--- config.mk ---
export PLATFORM = sky130hd
export DESIGN_NAME = serial_frame_deframer
export DESIGN_NICKNAME = d
export VERILOG_FILES = /design/src/rtl/sfd_pkg.sv /design/src/rtl/serial_frame_deframer.sv /design/src/rtl/sfd_cfg.sv /design/src/rtl/sfd_core.sv /design/src/rtl/sfd_outreg.sv
export SDC_FILE = /design/constraint.sdc
export NUM_CORES = 1
export LEC_CHECK = 0
export BUFFER_PORTS_ARGS = -buffer_cell sky130_fd_sc_hd__buf_2
export CAP_MARGIN = 40
export CORE_ASPECT_RATIO = 1.1
export CORE_MARGIN = 3
export CORE_UTILIZATION = 61
export DETAILED_ROUTE_END_ITERATION = 16
export HOLD_SLACK_MARGIN = 0.12
export PLACE_DENSITY = 0.9
export SYNTH_ARGS = -nofsm -noshare
export SYNTH_HDL_FRONTEND = slang
export SYNTH_SLANG_ARGS = --single-unit
--- constraint.sdc ---
create_clock -name clk -period 5.2 [get_ports clk]
set_input_delay 0.52 -clock clk [delete_from_list [all_inputs] [get_ports clk]]
set_output_delay 0.52 -clock clk [all_outputs]
set_load 0.05 [all_outputs]
--- src/rtl/sfd_pkg.sv ---
`timescale 1ns / 1ps
`default_nettype none
// ----------------------------------------------------------------------------
// Serial frame deframer package
// Shared constants, register map and the result structure.
// ----------------------------------------------------------------------------
package sfd_pkg;

	// Frame format
	localparam logic [7:0] SYNC_FIRST  = 8'h55;
	localparam logic [7:0] SYNC_SECOND = 8'hAA;
	localparam int unsigned MIN_TOTAL  = 6;
	localparam int unsigned MAX_FRAME  = 256;

	// Bounds on the length byte, which counts data bytes plus the trailer.
	localparam logic [8:0] LEN_MIN = 9'(MIN_TOTAL - 4);
	localparam logic [8:0] LEN_MAX = 9'(MAX_FRAME - 4);
	localparam logic [7:0] DATA_MAX = 8'(MAX_FRAME - MIN_TOTAL);

	// Configuration register map
	localparam int unsigned PADDR_W = 3;
	localparam logic        REG_REPORT_OPCODE = 1'b0;
	localparam logic [7:0]  REPORT_OPCODE_RST = 8'hBD;

	typedef enum logic [1:0] {
		ST_HUNT,
		ST_DATA,
		ST_TRAIL_HI,
		ST_TRAIL_LO
	} sfd_state_t;

	typedef struct packed {
		logic       checksum_ok;
		logic [7:0] frame_opcode;
		logic [7:0] data_length;
		logic [7:0] zone_left;
		logic [7:0] zone_middle;
		logic [7:0] zone_right;
		logic       is_zone_report;
	} sfd_result_t;

endpackage
`default_nettype wire

--- src/rtl/serial_frame_deframer.sv ---
`timescale 1ns / 1ps
`default_nettype none
// ----------------------------------------------------------------------------
// Serial frame deframer
// Finds 0x55 0xAA framed packets in a byte stream and checks their checksum.
// ----------------------------------------------------------------------------
// The block takes one received byte per clock cycle. Each byte is captured in
// an input register and handled from there by the hunting and frame
// collection logic; the result of a frame is loaded into the output register
// as its last byte leaves the input register, or later if that byte has to wait
// for the output register to empty. The input stalls only when the last byte
// of a frame is waiting and the previous result has not yet been taken, so a
// stalled output costs no throughput until a second frame ends.
// ----------------------------------------------------------------------------
module serial_frame_deframer (
	input  wire logic                        clk,
	input  wire logic                        arst_n,
	input  wire logic                        rx_valid,
	output logic                             rx_stall,
	input  wire logic [7:0]                  rx_byte,
	output logic                             res_valid,
	input  wire logic                        res_stall,
	output logic                             checksum_ok,
	output logic      [7:0]                  frame_opcode,
	output logic      [7:0]                  data_length,
	output logic      [7:0]                  zone_left,
	output logic      [7:0]                  zone_middle,
	output logic      [7:0]                  zone_right,
	output logic                             is_zone_report,
	input  wire logic                        psel,
	input  wire logic                        penable,
	input  wire logic                        pwrite,
	input  wire logic [sfd_pkg::PADDR_W-1:0] paddr,
	input  wire logic [31:0]                 pwdata,
	output logic      [31:0]                 prdata,
	output logic                             pready
);
	import sfd_pkg::*;

	logic [7:0]  report_opcode_val;
	logic        res_free;
	logic        res_load;
	sfd_result_t res_data;
	sfd_result_t res_out;

	sfd_cfg u_cfg (
		.clk           (clk),
		.arst_n        (arst_n),
		.psel          (psel),
		.penable       (penable),
		.pwrite        (pwrite),
		.paddr         (paddr),
		.pwdata        (pwdata),
		.prdata        (prdata),
		.pready        (pready),
		.report_opcode (report_opcode_val)
	);

	sfd_core u_core (
		.clk           (clk),
		.arst_n        (arst_n),
		.rx_valid      (rx_valid),
		.rx_stall      (rx_stall),
		.rx_byte       (rx_byte),
		.report_opcode (report_opcode_val),
		.res_free      (res_free),
		.res_load      (res_load),
		.res_data      (res_data)
	);

	sfd_outreg u_outreg (
		.clk       (clk),
		.arst_n    (arst_n),
		.res_load  (res_load),
		.res_data  (res_data),
		.res_free  (res_free),
		.res_valid (res_valid),
		.res_stall (res_stall),
		.res_out   (res_out)
	);

	assign checksum_ok    = res_out.checksum_ok;
	assign frame_opcode   = res_out.frame_opcode;
	assign data_length    = res_out.data_length;
	assign zone_left      = res_out.zone_left;
	assign zone_middle    = res_out.zone_middle;
	assign zone_right     = res_out.zone_right;
	assign is_zone_report = res_out.is_zone_report;

endmodule
`default_nettype wire

--- src/rtl/sfd_cfg.sv ---
`timescale 1ns / 1ps
`default_nettype none
// ----------------------------------------------------------------------------
// Deframer configuration registers
// APB-style register port holding the zone report opcode.
// ----------------------------------------------------------------------------
module sfd_cfg (
	input  wire logic                       clk,
	input  wire logic                       arst_n,
	input  wire logic                       psel,
	input  wire logic                       penable,
	input  wire logic                       pwrite,
	input  wire logic [sfd_pkg::PADDR_W-1:0] paddr,
	input  wire logic [31:0]                pwdata,
	output logic      [31:0]                prdata,
	output logic                            pready,
	output logic      [7:0]                 report_opcode
);
	import sfd_pkg::*;

	logic [7:0] report_opcode_q;
	logic       wr_en;

	assign pready = 1'b1;
	assign wr_en  = psel && penable && pwrite && pready;

	// Registers are word aligned; the low two address bits are not decoded.
	always_ff @(posedge clk or negedge arst_n) begin
		if (!arst_n) begin
			report_opcode_q <= REPORT_OPCODE_RST;
		end else if (wr_en && (paddr[2] == REG_REPORT_OPCODE)) begin
			report_opcode_q <= pwdata[7:0];
		end
	end

	always_comb begin
		prdata = 32'h0;
		if (paddr[2] == REG_REPORT_OPCODE) begin
			prdata = {24'h0, report_opcode_q};
		end
	end

	assign report_opcode = report_opcode_q;

endmodule
`default_nettype wire

--- src/rtl/sfd_core.sv ---
`timescale 1ns / 1ps
`default_nettype none
// ----------------------------------------------------------------------------
// Deframer core
// Input byte register, header hunting, frame collection and checksum check.
// ----------------------------------------------------------------------------
module sfd_core (
	input  wire logic               clk,
	input  wire logic               arst_n,
	input  wire logic               rx_valid,
	output logic                    rx_stall,
	input  wire logic [7:0]         rx_byte,
	input  wire logic [7:0]         report_opcode,
	input  wire logic               res_free,
	output logic                    res_load,
	output sfd_pkg::sfd_result_t    res_data
);
	import sfd_pkg::*;

	// Input register
	logic       valid_s1;
	logic [7:0] byte_s1;

	// Deframer state
	sfd_state_t state_q, state_d;
	logic [1:0] fill_q, fill_d;
	logic [7:0] win_q [3];
	logic [7:0] win_d [3];
	logic [7:0] data_left_q, data_left_d;
	logic [15:0] sum_q, sum_d;
	logic [7:0] opcode_q, opcode_d;
	logic [7:0] length_q, length_d;
	logic [7:0] zones_q [3];
	logic [7:0] zones_d [3];
	logic [1:0] zidx_q, zidx_d;
	logic [7:0] trail_hi_q, trail_hi_d;

	logic advance;
	logic hdr_ok;
	logic csum_ok;

	// A frame-ending byte waits until the result register can take its result.
	assign advance  = valid_s1 && ((state_q != ST_TRAIL_LO) || res_free);
	assign rx_stall = valid_s1 && !advance;

	always_ff @(posedge clk or negedge arst_n) begin
		if (!arst_n) begin
			valid_s1 <= 1'b0;
		end else if (rx_valid && !rx_stall) begin
			valid_s1 <= 1'b1;
		end else if (advance) begin
			valid_s1 <= 1'b0;
		end
	end

	always_ff @(posedge clk) begin
		if (rx_valid && !rx_stall) begin
			byte_s1 <= rx_byte;
		end
	end

	assign hdr_ok = (fill_q == 2'd3) && (win_q[0] == SYNC_FIRST) &&
		(win_q[1] == SYNC_SECOND) && ({1'b0, byte_s1} >= LEN_MIN) &&
		({1'b0, byte_s1} <= LEN_MAX);

	assign csum_ok = ({trail_hi_q, byte_s1} == sum_q);

	// Next state
	always_comb begin
		state_d = state_q;
		case (state_q)
			ST_HUNT: begin
				if (hdr_ok) begin
					state_d = ({1'b0, byte_s1} == LEN_MIN) ? ST_TRAIL_HI : ST_DATA;
				end
			end
			ST_DATA: begin
				if (data_left_q == 8'd1) begin
					state_d = ST_TRAIL_HI;
				end
			end
			ST_TRAIL_HI: state_d = ST_TRAIL_LO;
			ST_TRAIL_LO: state_d = ST_HUNT;
			default:     state_d = ST_HUNT;
		endcase
	end

	// Datapath and result
	always_comb begin
		fill_d      = fill_q;
		win_d       = win_q;
		data_left_d = data_left_q;
		sum_d       = sum_q;
		opcode_d    = opcode_q;
		length_d    = length_q;
		zones_d     = zones_q;
		zidx_d      = zidx_q;
		trail_hi_d  = trail_hi_q;
		res_load    = 1'b0;

		res_data.checksum_ok    = csum_ok;
		res_data.frame_opcode   = opcode_q;
		res_data.data_length    = length_q;
		res_data.zone_left      = zones_q[0];
		res_data.zone_middle    = zones_q[1];
		res_data.zone_right     = zones_q[2];
		res_data.is_zone_report = csum_ok && (opcode_q == report_opcode);

		case (state_q)
			ST_HUNT: begin
				if (fill_q != 2'd3) begin
					for (int i = 0; i < 3; i++) begin
						if (fill_q == 2'(i)) begin
							win_d[i] = byte_s1;
						end
					end
					fill_d = fill_q + 2'd1;
				end else if (hdr_ok) begin
					opcode_d    = win_q[2];
					length_d    = byte_s1 - 8'd2;
					data_left_d = byte_s1 - 8'd2;
					sum_d       = {8'h0, SYNC_FIRST} + {8'h0, SYNC_SECOND} +
						{8'h0, win_q[2]} + {8'h0, byte_s1};
					zones_d     = '{default: 8'h0};
					zidx_d      = 2'd0;
				end else begin
					win_d[0] = win_q[1];
					win_d[1] = win_q[2];
					win_d[2] = byte_s1;
				end
			end
			ST_DATA: begin
				for (int i = 0; i < 3; i++) begin
					if (zidx_q == 2'(i)) begin
						zones_d[i] = byte_s1;
					end
				end
				if (zidx_q != 2'd3) begin
					zidx_d = zidx_q + 2'd1;
				end
				sum_d       = sum_q + {8'h0, byte_s1};
				data_left_d = data_left_q - 8'd1;
			end
			ST_TRAIL_HI: begin
				trail_hi_d = byte_s1;
			end
			ST_TRAIL_LO: begin
				res_load = advance;
				fill_d   = 2'd0;
			end
			default: begin
				fill_d = 2'd0;
			end
		endcase
	end

	always_ff @(posedge clk or negedge arst_n) begin
		if (!arst_n) begin
			state_q <= ST_HUNT;
			fill_q  <= 2'd0;
		end else if (advance) begin
			state_q <= state_d;
			fill_q  <= fill_d;
		end
	end

	always_ff @(posedge clk) begin
		if (advance) begin
			win_q       <= win_d;
			data_left_q <= data_left_d;
			sum_q       <= sum_d;
			opcode_q    <= opcode_d;
			length_q    <= length_d;
			zones_q     <= zones_d;
			zidx_q      <= zidx_d;
			trail_hi_q  <= trail_hi_d;
		end
	end

endmodule
`default_nettype wire

--- src/rtl/sfd_outreg.sv ---
`timescale 1ns / 1ps
`default_nettype none
// ----------------------------------------------------------------------------
// Deframer result register
// Holds one frame result until the downstream side takes the transfer.
// ----------------------------------------------------------------------------
module sfd_outreg (
	input  wire logic                 clk,
	input  wire logic                 arst_n,
	input  wire logic                 res_load,
	input  wire sfd_pkg::sfd_result_t res_data,
	output logic                      res_free,
	output logic                      res_valid,
	input  wire logic                 res_stall,
	output sfd_pkg::sfd_result_t      res_out
);
	import sfd_pkg::*;

	logic        valid_q;
	sfd_result_t data_q;

	assign res_free  = !valid_q || !res_stall;
	assign res_valid = valid_q;
	assign res_out   = data_q;

	always_ff @(posedge clk or negedge arst_n) begin
		if (!arst_n) begin
			valid_q <= 1'b0;
		end else if (res_load) begin
			valid_q <= 1'b1;
		end else if (!res_stall) begin
			valid_q <= 1'b0;
		end
	end

	always_ff @(posedge clk) begin
		if (res_load) begin
			data_q <= res_data;
		end
	end

endmodule
`default_nettype wire

# Word level (Yosys, flattened, before mapping)
# Cells that the tools add are included.
# Widths: inputs -> output; s select.
[word_totals]
ff_bits = 162
latch_bits = 0
ram_bits = 0
romBits = 0
input_bits = 50
wordCells = 134
n_memories = 0
[classes]
addsub = 7
mul = 0
n_div = 0
n_lt_le_gt_ge = 2
n_eq_ne = 30
shifts = 0
n_mux = 33
bitwise = 2
reduce_logical = 35
[op_table]
columns = ["op", "n"]
rows = [
  ["$mux 24", 4],
  ["$mux 8", 9],
  ["$pmux 24 s2", 1],
  ["$add 16x8->16", 2],
  ["$mux 16", 2],
  ["$pmux 16 s2", 1],
  ["$reduce_and 4->1", 5],
  ["$reduce_and 5->1", 4],
  ["$eq 16x16->1", 1],
  ["$ne 2x1->1 const B", 8],
  ["$ne 2x2->1 const B", 8],
  ["$pmux 8 s2", 1],
  ["$mux 2", 7],
  ["$logic_and 1x1->1", 11],
  ["$eq 2x2->1 const B", 5],
  ["$add 8x8->9 const A", 1],
  ["$eq 8x1->1 const B", 1],
  ["$eq 8x2->1 const B", 1],
  ["$eq 8x7->1 const B", 1],
  ["$eq 8x8->1", 1],
  ["$eq 8x8->1 const B", 1],
  ["$ge 8x2->1 const B", 1],
  ["$le 8x8->1 const B", 1],
  ["$pmux 2 s2", 2],
  ["13 further kinds", 30],
]

# Depth between registers and ports, before layout
# Gate-level depths: netlist of the first run.
[logic_depth]
word_depth = 9
depth_mapped = 11
depth_no_buf = 11

# By module
# Synthesis of the first run repeated with hierarchy kept, for this count alone.
[hier_totals]
hier_cells = 584
hier_area_um2 = 7636.1
[by_module_without_submodules]
columns = ["mod", "instances", "cells_each", "area_per_inst_um2"]
rows = [
  ["sfd_core", 1, 487, 5751.8],
  ["sfd_outreg", 1, 45, 1297.5],
  ["sfd_cfg", 1, 52, 586.8],
]

# Worst setup path after synthesis of the first run
# Ideal clock, no wire load.
[synth_timing]
path_type = "reg2reg"
startpoint = "register u_outreg.valid_q, in the netlist u_outreg.res_valid"
endpoint = "register u_outreg.data_q (netlist bit u_outreg.res_out[0]) (enable)"
setup_time_ns = 0.404
arrival_ns = 2.123
path_slack_ns = 2.673
path_stages_with_launch = 3
n_path_buf = 0
period_less_slack_ns = 2.527
cell_sequence = "dfrtp_1 a31oi_1 and2_1"
[synth_via]
elab_chain_len = 5
[synth_rtl]
columns = ["element", "line_no", "source"]
rows = [
  ["from (decl)", "sfd_outreg.sv:19", "logic valid_q;"],
  ["from (signal assigned)", "sfd_outreg.sv:28", "valid_q <= 1'b0;"],
  ["from (signal assigned)", "sfd_outreg.sv:30", "valid_q <= 1'b1;"],
  ["from (signal assigned)", "sfd_outreg.sv:32", "valid_q <= 1'b0;"],
  ["$logic_not 1->1", "sfd_outreg.sv:22", "assign res_free = !valid_q || !res_stall;"],
  ["$logic_or 1x1->1", "sfd_outreg.sv:22", ""],
  ["$logic_or 1x1->1", "sfd_core.sv:43", "assign advance = valid_s1 && ((state_q != ST_TRAIL_LO) || res_free);"],
  ["$logic_and 1x1->1", "sfd_core.sv:43", ""],
  ["$mux 1", "sfd_core.sv:109", "case (state_q)"],
  ["net res_load", "serial_frame_deframer.sv:42", "logic res_load;"],
  ["to (signal assigned)", "sfd_outreg.sv:38", "data_q <= res_data;"],
  ["to (decl)", "sfd_outreg.sv:20", "sfd_result_t data_q;"],
]
# The timed path passes the listed nets, and every way through them passes these cells.
# A chain may end at the register's enable or synchronous reset.

# Worst setup path in the final report of the first run
[layout_timing]
startpoint = "register u_core.fill_q[0]"
endpoint = "register u_core.zones_q (netlist bit u_core.res_data[15]) (enable)"
[layout_via]
elab_chain_len = 7
[layout_rtl]
columns = ["element", "line_no", "source"]
rows = [
  ["from (decl)", "sfd_core.sv:26", "logic [1:0] fill_q, fill_d;"],
  ["from (signal assigned)", "sfd_core.sv:163", "fill_q <= fill_d;"],
  ["$eq 2x2->1", "sfd_core.sv:62", "assign hdr_ok = (fill_q == 2'd3) && (win_q[0] == SYNC_FIRST) &&"],
  ["$logic_and 1x1->1 (2 in series)", "sfd_core.sv:62", ""],
  ["$logic_and 1x1->1 (2 in series)", "sfd_core.sv:63", "(win_q[1] == SYNC_SECOND) && ({1'b0, byte_s1} >= LEN_MIN) &&"],
  ["$ne 2x1->1 (no line)", "-", ""],
  ["$reduce_and 5->1 (no line) (*)", "-", ""],
  ["to (signal assigned)", "sfd_core.sv:174", "zones_q <= zones_d;"],
  ["to (decl)", "sfd_core.sv:33", "logic [7:0] zones_q [3];"],
]
# Every way passes the cells marked *; elsewhere a longest branch is shown, timed or not.

==> metrics.cfg, run 1 <==
[critical_path]
regToRegSetupSlack_ns=1.40
critPathBufInv=0
r2r-start=u_core.fill_q[0]
cpPeakStageDelay_ns=0.81
startpoint_type=flip-flop
reg2reg_to=u_core.res_data[15]
critPathTopFamily=compound AO/OA/AOI/OAI gates
endpoint_kind=flip-flop
cp_max_fo=31
crit_type=reg2reg
worstPathArrival_ns=3.84
crit_path_top_delay_cell=ha_1
path_cells=ha_1 > nand2_1 > nor4_1 > o21ai_1 > a211oi_2 > o211ai_1 > a21oi_1
cp_num_cells=7
worst_ep_required_time_ns=5.24
reg2reg_depth=7

[floorplan]
io_pins=127
dieArea_um2=13700
die_y_um=122
coreArea_um2=11700
rows=41
fp.dieW_um=112
start_util_pct=63.9

[global_routing]
grt_pass1_wl_um=24900
overflow=0
grt_usage_pct=23.5
grt_pass1_vias=4866
antenna_found_initial=0
grt_max_degree=55

[clock_tree]
cts_buffers=17
post_cts_buffers=0
cts_tree=yes
clkTransAtPathRegs_ns=0.07
cts_resized=0
clk_latency_ns=0.42
h-tree-depth=4
clock_path_buffers=2
root_buffer=clkbuf_16
cts_num_sinks=162

[timing]
finalMaxSlewViolations=0
setup_tns_ns=0
timing.fmax_mhz=263
finalCriticalPeriod_ns=3.80
setup_viol=0
final.period_utilization_pct=73.1
rsz0062_at_grt=false
hold_viol=0
fin_skew_ns=0.0150
tightest_slew_ns=0.933
slew_headroom_pct=37.8

[routing]
routed_wl_um=16100
dr.pass1.iters=6
ant_nets=0
drt_iter0_markers=591
drc=0
wl_per_cell_um=19.8
vias=4809
vias_per_cell=5.92

[run_status]
status=completed

[place]
postPlaceCellArea_um2=7970
io_buffers=75
dp.cells=776
hpwl_um=10200
place.gp.congestion=0.842

[final_layout]
n_fill_cell=646
antenna_cells=0
drive_above_1_share_pct=20.4
finalInstanceArea_um2=8590
syn_to_final_growth_pct=14.5
instances_no_fill=812
fin_nets=736

[logic_synthesis]
synthFlopType=edfxtp_1
async_reset_ff_share_pct=8.64
synthCells=560
syn_avg_cell_area_um2=13.4
ys_seq_area_share_pct=64.0
ys_ff_latch=162
yosysWarnings=0
synth_area_um2=7500
synth_cell_types=53
synth_edf_count=148

[hold_path]
hold_depth=1
hp-class=in2reg
holdCritStartpoint=rx_byte[1]
holdPathEnd=u_core.byte_s1[1]

[power]
leakagePower_nw=3.38
powerDensity_nw_per_um2=530
peakVddDrop_v=0.000269
finalPower_mw=4.55

[flow_run]
timing.max_cap.violations=0

where the power goes:
part           internal [mW]  switching (mW)
Sequential              1.82           0.179
Clock                  0.712           0.512
Combinational          0.449           0.882
per-layer routing:
layer | track usage, % | wire (um) | part of all wire [%]
met3 | 5.08 | 1350 | 8.4
met2 | 41.6 | 8420 | 52
met5 | 0 | 0 | 0
met4 | 10.5 | 447 | 2.8
met1 | 27.7 | 5860 | 36
kinds of logic (layout without fill, tap and decap cells):
kind of cell,after synthesis,count (layout),synth area share (%)
adders and majority gates,37,37,6.37
buffers and inverters,57,136,4.10
AOI/OAI and AO/OA,73,73,6.14
other,2,25,0.100
DFF,162,162,64.0
and+or+nand+nor,167,167,11.5
xor gates and xnor gates,45,45,5.25
muxes,17,17,2.50
sequential cells by signal (all words and copies together) (netlist names):
signal,count
u_outreg.res_out,42
u_core.res_data,24
u_core.win_q,24
u_core.sum_q,16
u_cfg.report_opcode,8
u_core.byte_s1,8
u_core.data_left_q,8
u_core.length_q,8
u_core.opcode_q,8
u_core.trail_hi_q,8
u_core.fill_q,2
u_core.state_q,2
u_core.zidx_q,2
u_core.valid_s1,1
u_outreg.res_valid,1
cell usage after synthesis (all sizes together) (6+ instances only):
master / n / area (um^2)
edfxtp: 148 / 4440
nand2: 56 / 210
ha: 35 / 438
buf: 27 / 195
xor2: 25 / 219
inv: 23 / 86.3
a21oi: 22 / 110
o21ai: 20 / 100
xnor2: 20 / 175
nand2b: 18 / 113
nor2: 17 / 63.8
and2: 13 / 81.3
mux2: 11 / 128
nor2b: 11 / 68.8
nor4: 10 / 62.6
nand3: 9 / 45.0
dfrtp: 8 / 200
nor3: 8 / 45.0
a21o: 7 / 52.6
clkbuf: 7 / 26.3
dfstp: 6 / 158
mux2i: 6 / 60.1
or3: 6 / 37.5
cell type report:
class                   count  area (um^2)  share of cell area [%]
well taps                 150          188                    2.18
multi-input cells         364         2480                    28.8
clock inverters            14          153                    1.78
flip-flops and latches    162         4800                    55.9
repair buffers             81          455                    5.30
inverters                  23         86.3                    1.00
clock buffers              18          429                    4.99
cell usage in the layout (no fill, tap or decap), drive strengths merged, types with 7 or more instances in the layout:
master  synthesis  layout
edfxtp        148     148
buf            27      80
nand2          56      56
ha             35      35
inv            23      27
xor2           25      25
conb            2      25
a21oi          22      22
xnor2          20      20
o21ai          20      20
nand2b         18      18
clkbuf          7      18
nor2           17      17
and2           13      13
nor2b          11      11
mux2           11      11
nor4           10      10
nand3           9       9
dfrtp           8       8
nor3            8       8
a21o            7       7
what timing repair did:
action                                 4_1_cts  5_1_grt
endpoints found under the hold margin        8        0
setup endpoints to repair                    0        0
hold buffers                                 1        0
through the flow:
| stage | hold WS (ns) | util [%] | setup WS (ns) |
|---|---|---|---|
| 2_1_floorplan | 0.224 | - | 2.67 |
| 3_3_place_gp | 0.402 | 67.6 | 1.75 |
| 3_5_place_dp | 0.405 | 67.8 | 1.49 |
| 4_1_cts | 0.267 | 72.8 | 1.37 |
| 5_1_grt | 0.268 | 73.1 | 1.09 |
| 6_report | 0.278 | 73.1 | 1.40 |
worst max path at each step:
stage	start	endpoint	slack, ns
floorplan	u_outreg.res_valid	u_outreg.res_out[0]	2.67
global placement	u_core.fill_q[0]	u_core.sum_q[4]	1.75
detailed placement	u_core.fill_q[0]	u_core.res_data[24]	1.49
CTS	u_core.fill_q[0]	u_core.res_data[7]	1.37
global route	u_core.fill_q[0]	u_core.res_data[15]	1.09
finish	u_core.fill_q[0]	u_core.res_data[15]	1.40
Power figures use the tool's default switching activity.
==> run 2: changes to the inputs <==
--- a/config.mk
+++ b/config.mk
@@ -5,14 +5,15 @@
 export SDC_FILE = /design/constraint.sdc
 export NUM_CORES = 1
 export LEC_CHECK = 0
+export ABC_AREA = 1
 export BUFFER_PORTS_ARGS = -buffer_cell sky130_fd_sc_hd__buf_2
 export CAP_MARGIN = 40
 export CORE_ASPECT_RATIO = 1.1
 export CORE_MARGIN = 3
-export CORE_UTILIZATION = 61
+export CORE_UTILIZATION = 57
 export DETAILED_ROUTE_END_ITERATION = 16
 export HOLD_SLACK_MARGIN = 0.12
-export PLACE_DENSITY = 0.9
+export PLACE_DENSITY = 0.84
 export SYNTH_ARGS = -nofsm -noshare
 export SYNTH_HDL_FRONTEND = slang
 export SYNTH_SLANG_ARGS = --single-unit
==> constraint.sdc (replaced) <==
create_clock -name clk -period 3.8 [get_ports clk]
set_input_delay 0.38 -clock clk [delete_from_list [all_inputs] [get_ports clk]]
set_output_delay 0.38 -clock clk [all_outputs]
set_load 0.05 [all_outputs]
==> metrics.cfg, run 2 <==
[timing]
finalCriticalPeriod_ns=2.54  ; -1.26 ns
fin_skew_ns=0.00731  ; -0.00771 ns
slew_headroom_pct=42.0  ; +4.3 points
finalMaxSlewViolations=0  ; unchanged
setup_viol=0  ; unchanged
hold_viol=0  ; unchanged
tightest_slew_ns=0.869  ; -0.0647 ns
timing.fmax_mhz=394  ; +50%
final.period_utilization_pct=66.9  ; -6.2 points
setup_tns_ns=0  ; unchanged
rsz0062_at_grt=false

[clock_tree]
cts_tree=yes
clock_path_buffers=2  ; unchanged
h-tree-depth=4  ; unchanged
cts_num_sinks=162  ; unchanged
cts_buffers=17  ; unchanged
ctsHoldBuffers=8  ; +7
clkTransAtPathRegs_ns=0.07  ; about the same
cts_resized=0  ; unchanged
post_cts_buffers=0  ; unchanged
clk_latency_ns=0.43  ; about the same
root_buffer=clkbuf_16

[critical_path]
crit_type=reg2reg
crit_path_top_delay_cell=nor2_1
endpoint_kind=flip-flop
worst_ep_required_time_ns=3.86  ; -1.38 ns
worstPathArrival_ns=2.60  ; -1.24 ns
cp_max_fo=9  ; -71%
startpoint_type=flip-flop
path_cells=inv_1 > nand2_1 > nor2_1 > nand2_1 > nand3_2 > nand3_1 > nor2_1
cpPeakStageDelay_ns=0.61  ; -0.20 ns
reg2reg_depth=7  ; unchanged

[logic_synthesis]
synth_most_common_cell=edfxtp_1
async_reset_ff_share_pct=8.64  ; unchanged
yosysWarnings=0  ; unchanged
synth_top_area_cell=edfxtp_1
ys_seq_area_share_pct=61.9  ; -2.1 points
synth_area_um2=7760  ; +3.4%
synthFlopType=edfxtp_1
synthCells=711  ; +27%
syn_avg_cell_area_um2=10.9  ; -19%
ys_ff_latch=162  ; unchanged
synth_cell_types=37  ; -30%
netlist.area_leader.share_pct=57.3  ; -2.0 points
yosys-top-cells-area=edfxtp_1 (57%), nand2_1 (6.6%), ha_1 (5.6%), inv_1 (4.4%), nor2_1 (3.7%)
ys_top_cells_by_count=edfxtp_1 (148), nand2_1 (137), inv_1 (90), nor2_1 (76), ha_1 (35)
synth_edf_count=148  ; unchanged

[routing]
drt_iter0_markers=417  ; -29%
vias_per_cell=5.12  ; -14%
routed_wl_um=14500  ; -9.6%
vias=5122  ; +6.5%
ant_nets=0  ; unchanged
dr.pass1.iters=5  ; -1
drc=0  ; unchanged
wl_per_cell_um=14.5  ; -27%

[place]
io_buffers=75  ; unchanged
dp.cells=961  ; +24%
place.gp.congestion=0.896  ; +6.5%
hpwl_um=9830  ; -3.8%

[global_routing]
grt_pass1_vias=4856  ; -0.21%
overflow=0  ; unchanged
grt_usage_pct=20.6  ; -2.9 points
grt_pass1_wl_um=23500  ; -5.6%
grt_max_degree=43  ; -22%
antenna_found_initial=0  ; unchanged

[final_layout]
final_cell_mix=edfxtp_1 (148), nand2_1 (137), inv_1 (90)
final_common_cell=edfxtp_1
drive_above_1_share_pct=16.4  ; -4.0 points
antenna_cells=0  ; unchanged
instances_no_fill=1001  ; +23%
syn_to_final_growth_pct=14.8
largest_reg_flops=42  ; unchanged
regArea_um2=4800  ; unchanged
fin_nets=891  ; +21%
multi_input_area_um2=2440  ; -1.4%
n_fill_cell=917  ; +42%

[floorplan]
io_pins=127  ; unchanged
dieArea_um2=15000  ; +10%
start_util_pct=58.5  ; -5.4 points
rows=44  ; +7.3%
fp.dieW_um=117  ; +4.9%
coreArea_um2=13300  ; +13%
die_y_um=128  ; +5.0%

[hold_path]
hp-class=in2reg
hold_depth=1  ; unchanged

[power]
peakVddDrop_v=0.000338  ; +26%
leakagePower_nw=3.86  ; +14%
powerDensity_nw_per_um2=647  ; +22%

[flow_run]
timing.max_cap.violations=0  ; unchanged

[run_status]
status=completed

-- run 2: metal layers --
metal / vias to the layer above / wire length, um / global-route usage, %
met1: 2360 / 5640 / 25.2
met3: 30 / 1090 / 4.66
li1: 2512 / - / -
met4: 0 / 303 / 7.62
met2: 220 / 7500 / 35.5
met5: - / 0 / 0
-- run 2: final timing paths --
check / start / end / slack (ns)
worst max register to register: u_core.byte_s1[1] / u_core.win_q[15] / 1.26
min in group asynchronous: arst_n / u_cfg.report_opcode[1] / 0.38
worst min-delay path: rx_byte[0] / u_core.byte_s1[0] / 0.13
worst min register to register: u_core.length_q[6] / u_outreg.res_out[31] / 0.42
max in group asynchronous: arst_n / u_cfg.report_opcode[2] / 3.12
worst max-delay path: u_core.byte_s1[1] / u_core.win_q[15] / 1.26
-- run 2: where the power goes --
| group | leakage (nW) | internal [mW] | switching [mW] |
|---|---|---|---|
| logic | 2.06 | 0.444 | 1.11 |
| registers | 1.52 | 2.39 | 0.169 |
| clock network | 0.285 | 0.878 | 0.773 |
| total | 3.86 | 3.71 | 2.06 |
-- run 2: per-stage QoR --
stage                     power [mW]  worst slack [ns]  hold slack (ns)  cell area, um^2  util (%)
after floorplan                 3.78              1.49           0.0844             7840         -
after global placement          4.06              1.35            0.290             8230      62.1
after detailed placement        4.12              1.30            0.298             8230      62.1
after CTS                       5.78              1.26            0.125             8900      67.1
after global routing            6.09              1.08            0.123             8900      67.1
final                           5.76              1.26            0.130             8900      67.1
-- run 2: area by class of cell --
type                    count  area share, %
repair buffers             88           5.54
clock inverters            15           1.83
multi-input cells         443           27.4
flip-flops and latches    162           53.9
clock buffers              17           4.78
well taps                 184           2.59
inverters                  92           3.88
-- run 2: critical path: cells and delay by family, from the launching register on --
kind	cells	cell delay, ns
flip-flops	1	0.60
buffers and inverters	1	0.33
AND/OR/NAND/NOR	6	1.23
-- run 2: logic make-up after synthesis --
logic type | Yosys count | synth area share [%]
AND/OR/NAND/NOR | 278 | 15.7
flip-flops | 162 | 61.9
buffers and inverters | 129 | 7.71
AO/OA/AOI/OAI | 72 | 4.90
adder cells (fa/ha/maj) | 37 | 6.16
XOR/XNOR | 31 | 3.50
other | 2 | 0.0968
==> run 3: changes to the inputs <==
--- a/config.mk
+++ b/config.mk
@@ -5,15 +5,15 @@
 export SDC_FILE = /design/constraint.sdc
 export NUM_CORES = 1
 export LEC_CHECK = 0
-export ABC_AREA = 1
+export ABC_AREA = 0
 export BUFFER_PORTS_ARGS = -buffer_cell sky130_fd_sc_hd__buf_2
 export CAP_MARGIN = 40
 export CORE_ASPECT_RATIO = 1.1
 export CORE_MARGIN = 3
-export CORE_UTILIZATION = 57
+export CORE_UTILIZATION = 51
 export DETAILED_ROUTE_END_ITERATION = 16
 export HOLD_SLACK_MARGIN = 0.12
-export PLACE_DENSITY = 0.84
+export PLACE_DENSITY = 0.8
 export SYNTH_ARGS = -nofsm -noshare
 export SYNTH_HDL_FRONTEND = slang
 export SYNTH_SLANG_ARGS = --single-unit
==> constraint.sdc (replaced) <==
create_clock -name clk -period 2.1 [get_ports clk]
set_input_delay 0.21 -clock clk [delete_from_list [all_inputs] [get_ports clk]]
set_output_delay 0.21 -clock clk [all_outputs]
set_load 0.05 [all_outputs]
==> metrics.cfg, run 3 (synthesis results as in run 1) <==
[clock_tree]
root_buffer=clkbuf_16
cts_num_sinks=162  ; unchanged
clk_latency_ns=0.44  ; about the same
cts_tree=yes
cts_buffers=17  ; unchanged
clkTransAtPathRegs_ns=0.07  ; about the same
clock_path_buffers=2  ; unchanged
h-tree-depth=4  ; unchanged

[run_status]
violations=negative setup slack
status=finished with violations

[critical_path]
path_cells=buf_4 > buf_4 > o31ai_4 > nand2_2 > ha_4 > nand3b_1 > a21boi_2 > o21ai_0 > a2111oi_1 > a21o_1
crit_path_top_delay_cell=a2111oi_1
worst_ep_required_time_ns=2.40  ; -1.46 ns
cp_max_fo=4  ; -5
startpoint_type=flip-flop
cpPeakStageDelay_ns=0.48  ; -0.13 ns
crit_type=reg2reg
reg2reg_depth=10  ; +3
crit_path_frequent_cell=buf_4
worstPathArrival_ns=2.87  ; +0.27 ns
endpoint_kind=flip-flop

[final_layout]
instances_no_fill=974  ; -2.7%
utilization_pct=73.6  ; +6.5 points
n_fill_cell=772  ; -16%
syn_to_final_growth_pct=38.1
drive_above_1_share_pct=38.3  ; +22 points
final_cell_mix=edfxtp_1 (148), buf_4 (79), buf_2 (75)
final_common_cell=edfxtp_1
fin_nets=860  ; -3.5%
largest_reg_flops=42  ; unchanged
antenna_cells=0  ; unchanged

[routing]
drc=0  ; unchanged
vias_per_cell=5.54  ; +8.4%
wl_per_cell_um=20.4  ; +40%
dr.pass1.iters=7  ; +2
ant_nets=0  ; unchanged
vias=5400  ; +5.4%
drt_iter0_markers=523  ; +25%
routed_wl_um=19900  ; +37%

[flow_run]
timing.max_cap.violations=0  ; unchanged

[timing]
finalMaxSlewViolations=0  ; unchanged
final.period_utilization_pct=122  ; +56 points
hold_viol=0  ; unchanged
finalCriticalPeriod_ns=2.57  ; +0.0308 ns
setup_ws_ns=-0.471  ; -1.73 ns
fin_skew_ns=0.0132  ; +0.00588 ns
rsz0062_at_grt=true
timing.fmax_mhz=389  ; -1.2%
slew_headroom_pct=66.0  ; +24 points
tightest_slew_ns=0.510  ; -0.358 ns
setup_viol=93  ; +93

[global_routing]
grt_max_degree=55  ; +28%
grt_pass1_vias=5295  ; +9.0%
antenna_found_initial=0  ; unchanged
grt_pass1_wl_um=27500  ; +17%
grt_usage_pct=22.4  ; +1.8 points
overflow=0  ; unchanged

[power]
leakagePower_nw=4.13  ; +7.0%
finalPower_mw=12.9  ; +120%
powerDensity_nw_per_um2=1250  ; +92%
peakVddDrop_v=0.000753  ; +120%

[place]
dp.cells=888  ; -7.6%
place.gp.congestion=0.905  ; +0.96%
hpwl_um=11100  ; +12%
pre_cts_ws_ns=-0.416  ; -1.72 ns
io_buffers=75  ; unchanged

[hold_path]
hp-class=in2async

[floorplan]
start_util_pct=53.3  ; -5.2 points
die_y_um=133  ; +3.8%
dieArea_um2=16200  ; +7.7%
rows=45  ; +2.3%
io_pins=127  ; unchanged
coreArea_um2=14100  ; +6.1%
fp.dieW_um=122  ; +3.8%

-- run 3: changes by cell type in the layout (fill, tap and decap cells not counted), moves of 11 or more --
cell           change
o21ai_0           -19
buf_4             +74
nand2b_1          +17
dlygate4sd3_1     +11
ha_4              +13
and2_1            +12
ha_1              -15
buf_6             +21
nor2_1            -62
nand2_1           -83
nand3_1           -24
a21oi_1           -14
inv_1             -71
-- run 3: layer usage --
metal  track usage [%]  up-vias  share of wire (%)  wire, um
li1                  -     2402                  -         -
met1              25.7     2671                 36      7170
met2              39.8      262                 54     10800
met3              5.31       65                5.5      1100
met4              9.59        0                4.0       786
met5                 0        -                  0         0
-- run 3: worst max-delay path, delay by kind of cell, from the launching register on --
kind	cells	cell delay, ns
compound gates	5	1.21
fa+ha+maj	1	0.31
buf+inv	2	0.29
flops	1	0.40
simple gates	2	0.22
-- run 3: metrics by stage --
stage / hold slack [ns] / TNS, ns / area, um^2
floorplan: -0.0856 / -11.97 / 7640
global placement: 0.123 / -8.31 / 8680
detailed placement: 0.126 / -14.84 / 8680
CTS: 0.212 / -5.81 / 9980
global route: 0.240 / -13.89 / 10400
finish: 0.212 / -8.04 / 10400
-- run 3: power breakdown --
group | internal, mW | leakage [nW] | switching [mW]
registers | 4.50 | 1.53 | 0.425
logic | 1.97 | 2.31 | 2.73
clock network | 1.99 | 0.297 | 1.29
total | 8.46 | 4.13 | 4.44
-- run 3: final timing paths --
check | from | slack, ns | endpoint
hold / removal | arst_n | 0.21 | u_core.fill_q[1]
hold reg to reg | u_core.res_data[7] | 0.42 | u_outreg.res_out[7]
min in group clk | u_core.res_data[7] | 0.42 | u_outreg.res_out[7]
setup reg to reg | u_core.win_q[1] | -0.47 | u_core.sum_q[9]
setup / recovery | u_core.win_q[1] | -0.47 | u_core.sum_q[9]
max in group asynchronous | arst_n | 1.58 | u_cfg.report_opcode[4]
-- run 3: area by class of cell --
cell class              instances  area (um^2)  share of cell area [%]
repair buffers                205         1620                    15.6
clock inverters                13          184                    1.78
flip-flops and latches        162         4800                    46.4
well taps                     188          235                    2.27
clock buffers                  19          433                    4.18
multi-input cells             364         2990                    28.9
inverters                      23         96.3                   0.930
-- run 3: timing repair --
item | in CTS | in global routing
hold buffers | 19 | 0
endpoints found under the setup margin | 104 | 108
hold endpoints to repair | 32 | 0
resized for setup | 64 | 50
buffers inserted | 21 | 18
gates cloned | 1 | 1
pin swaps | 24 | 17
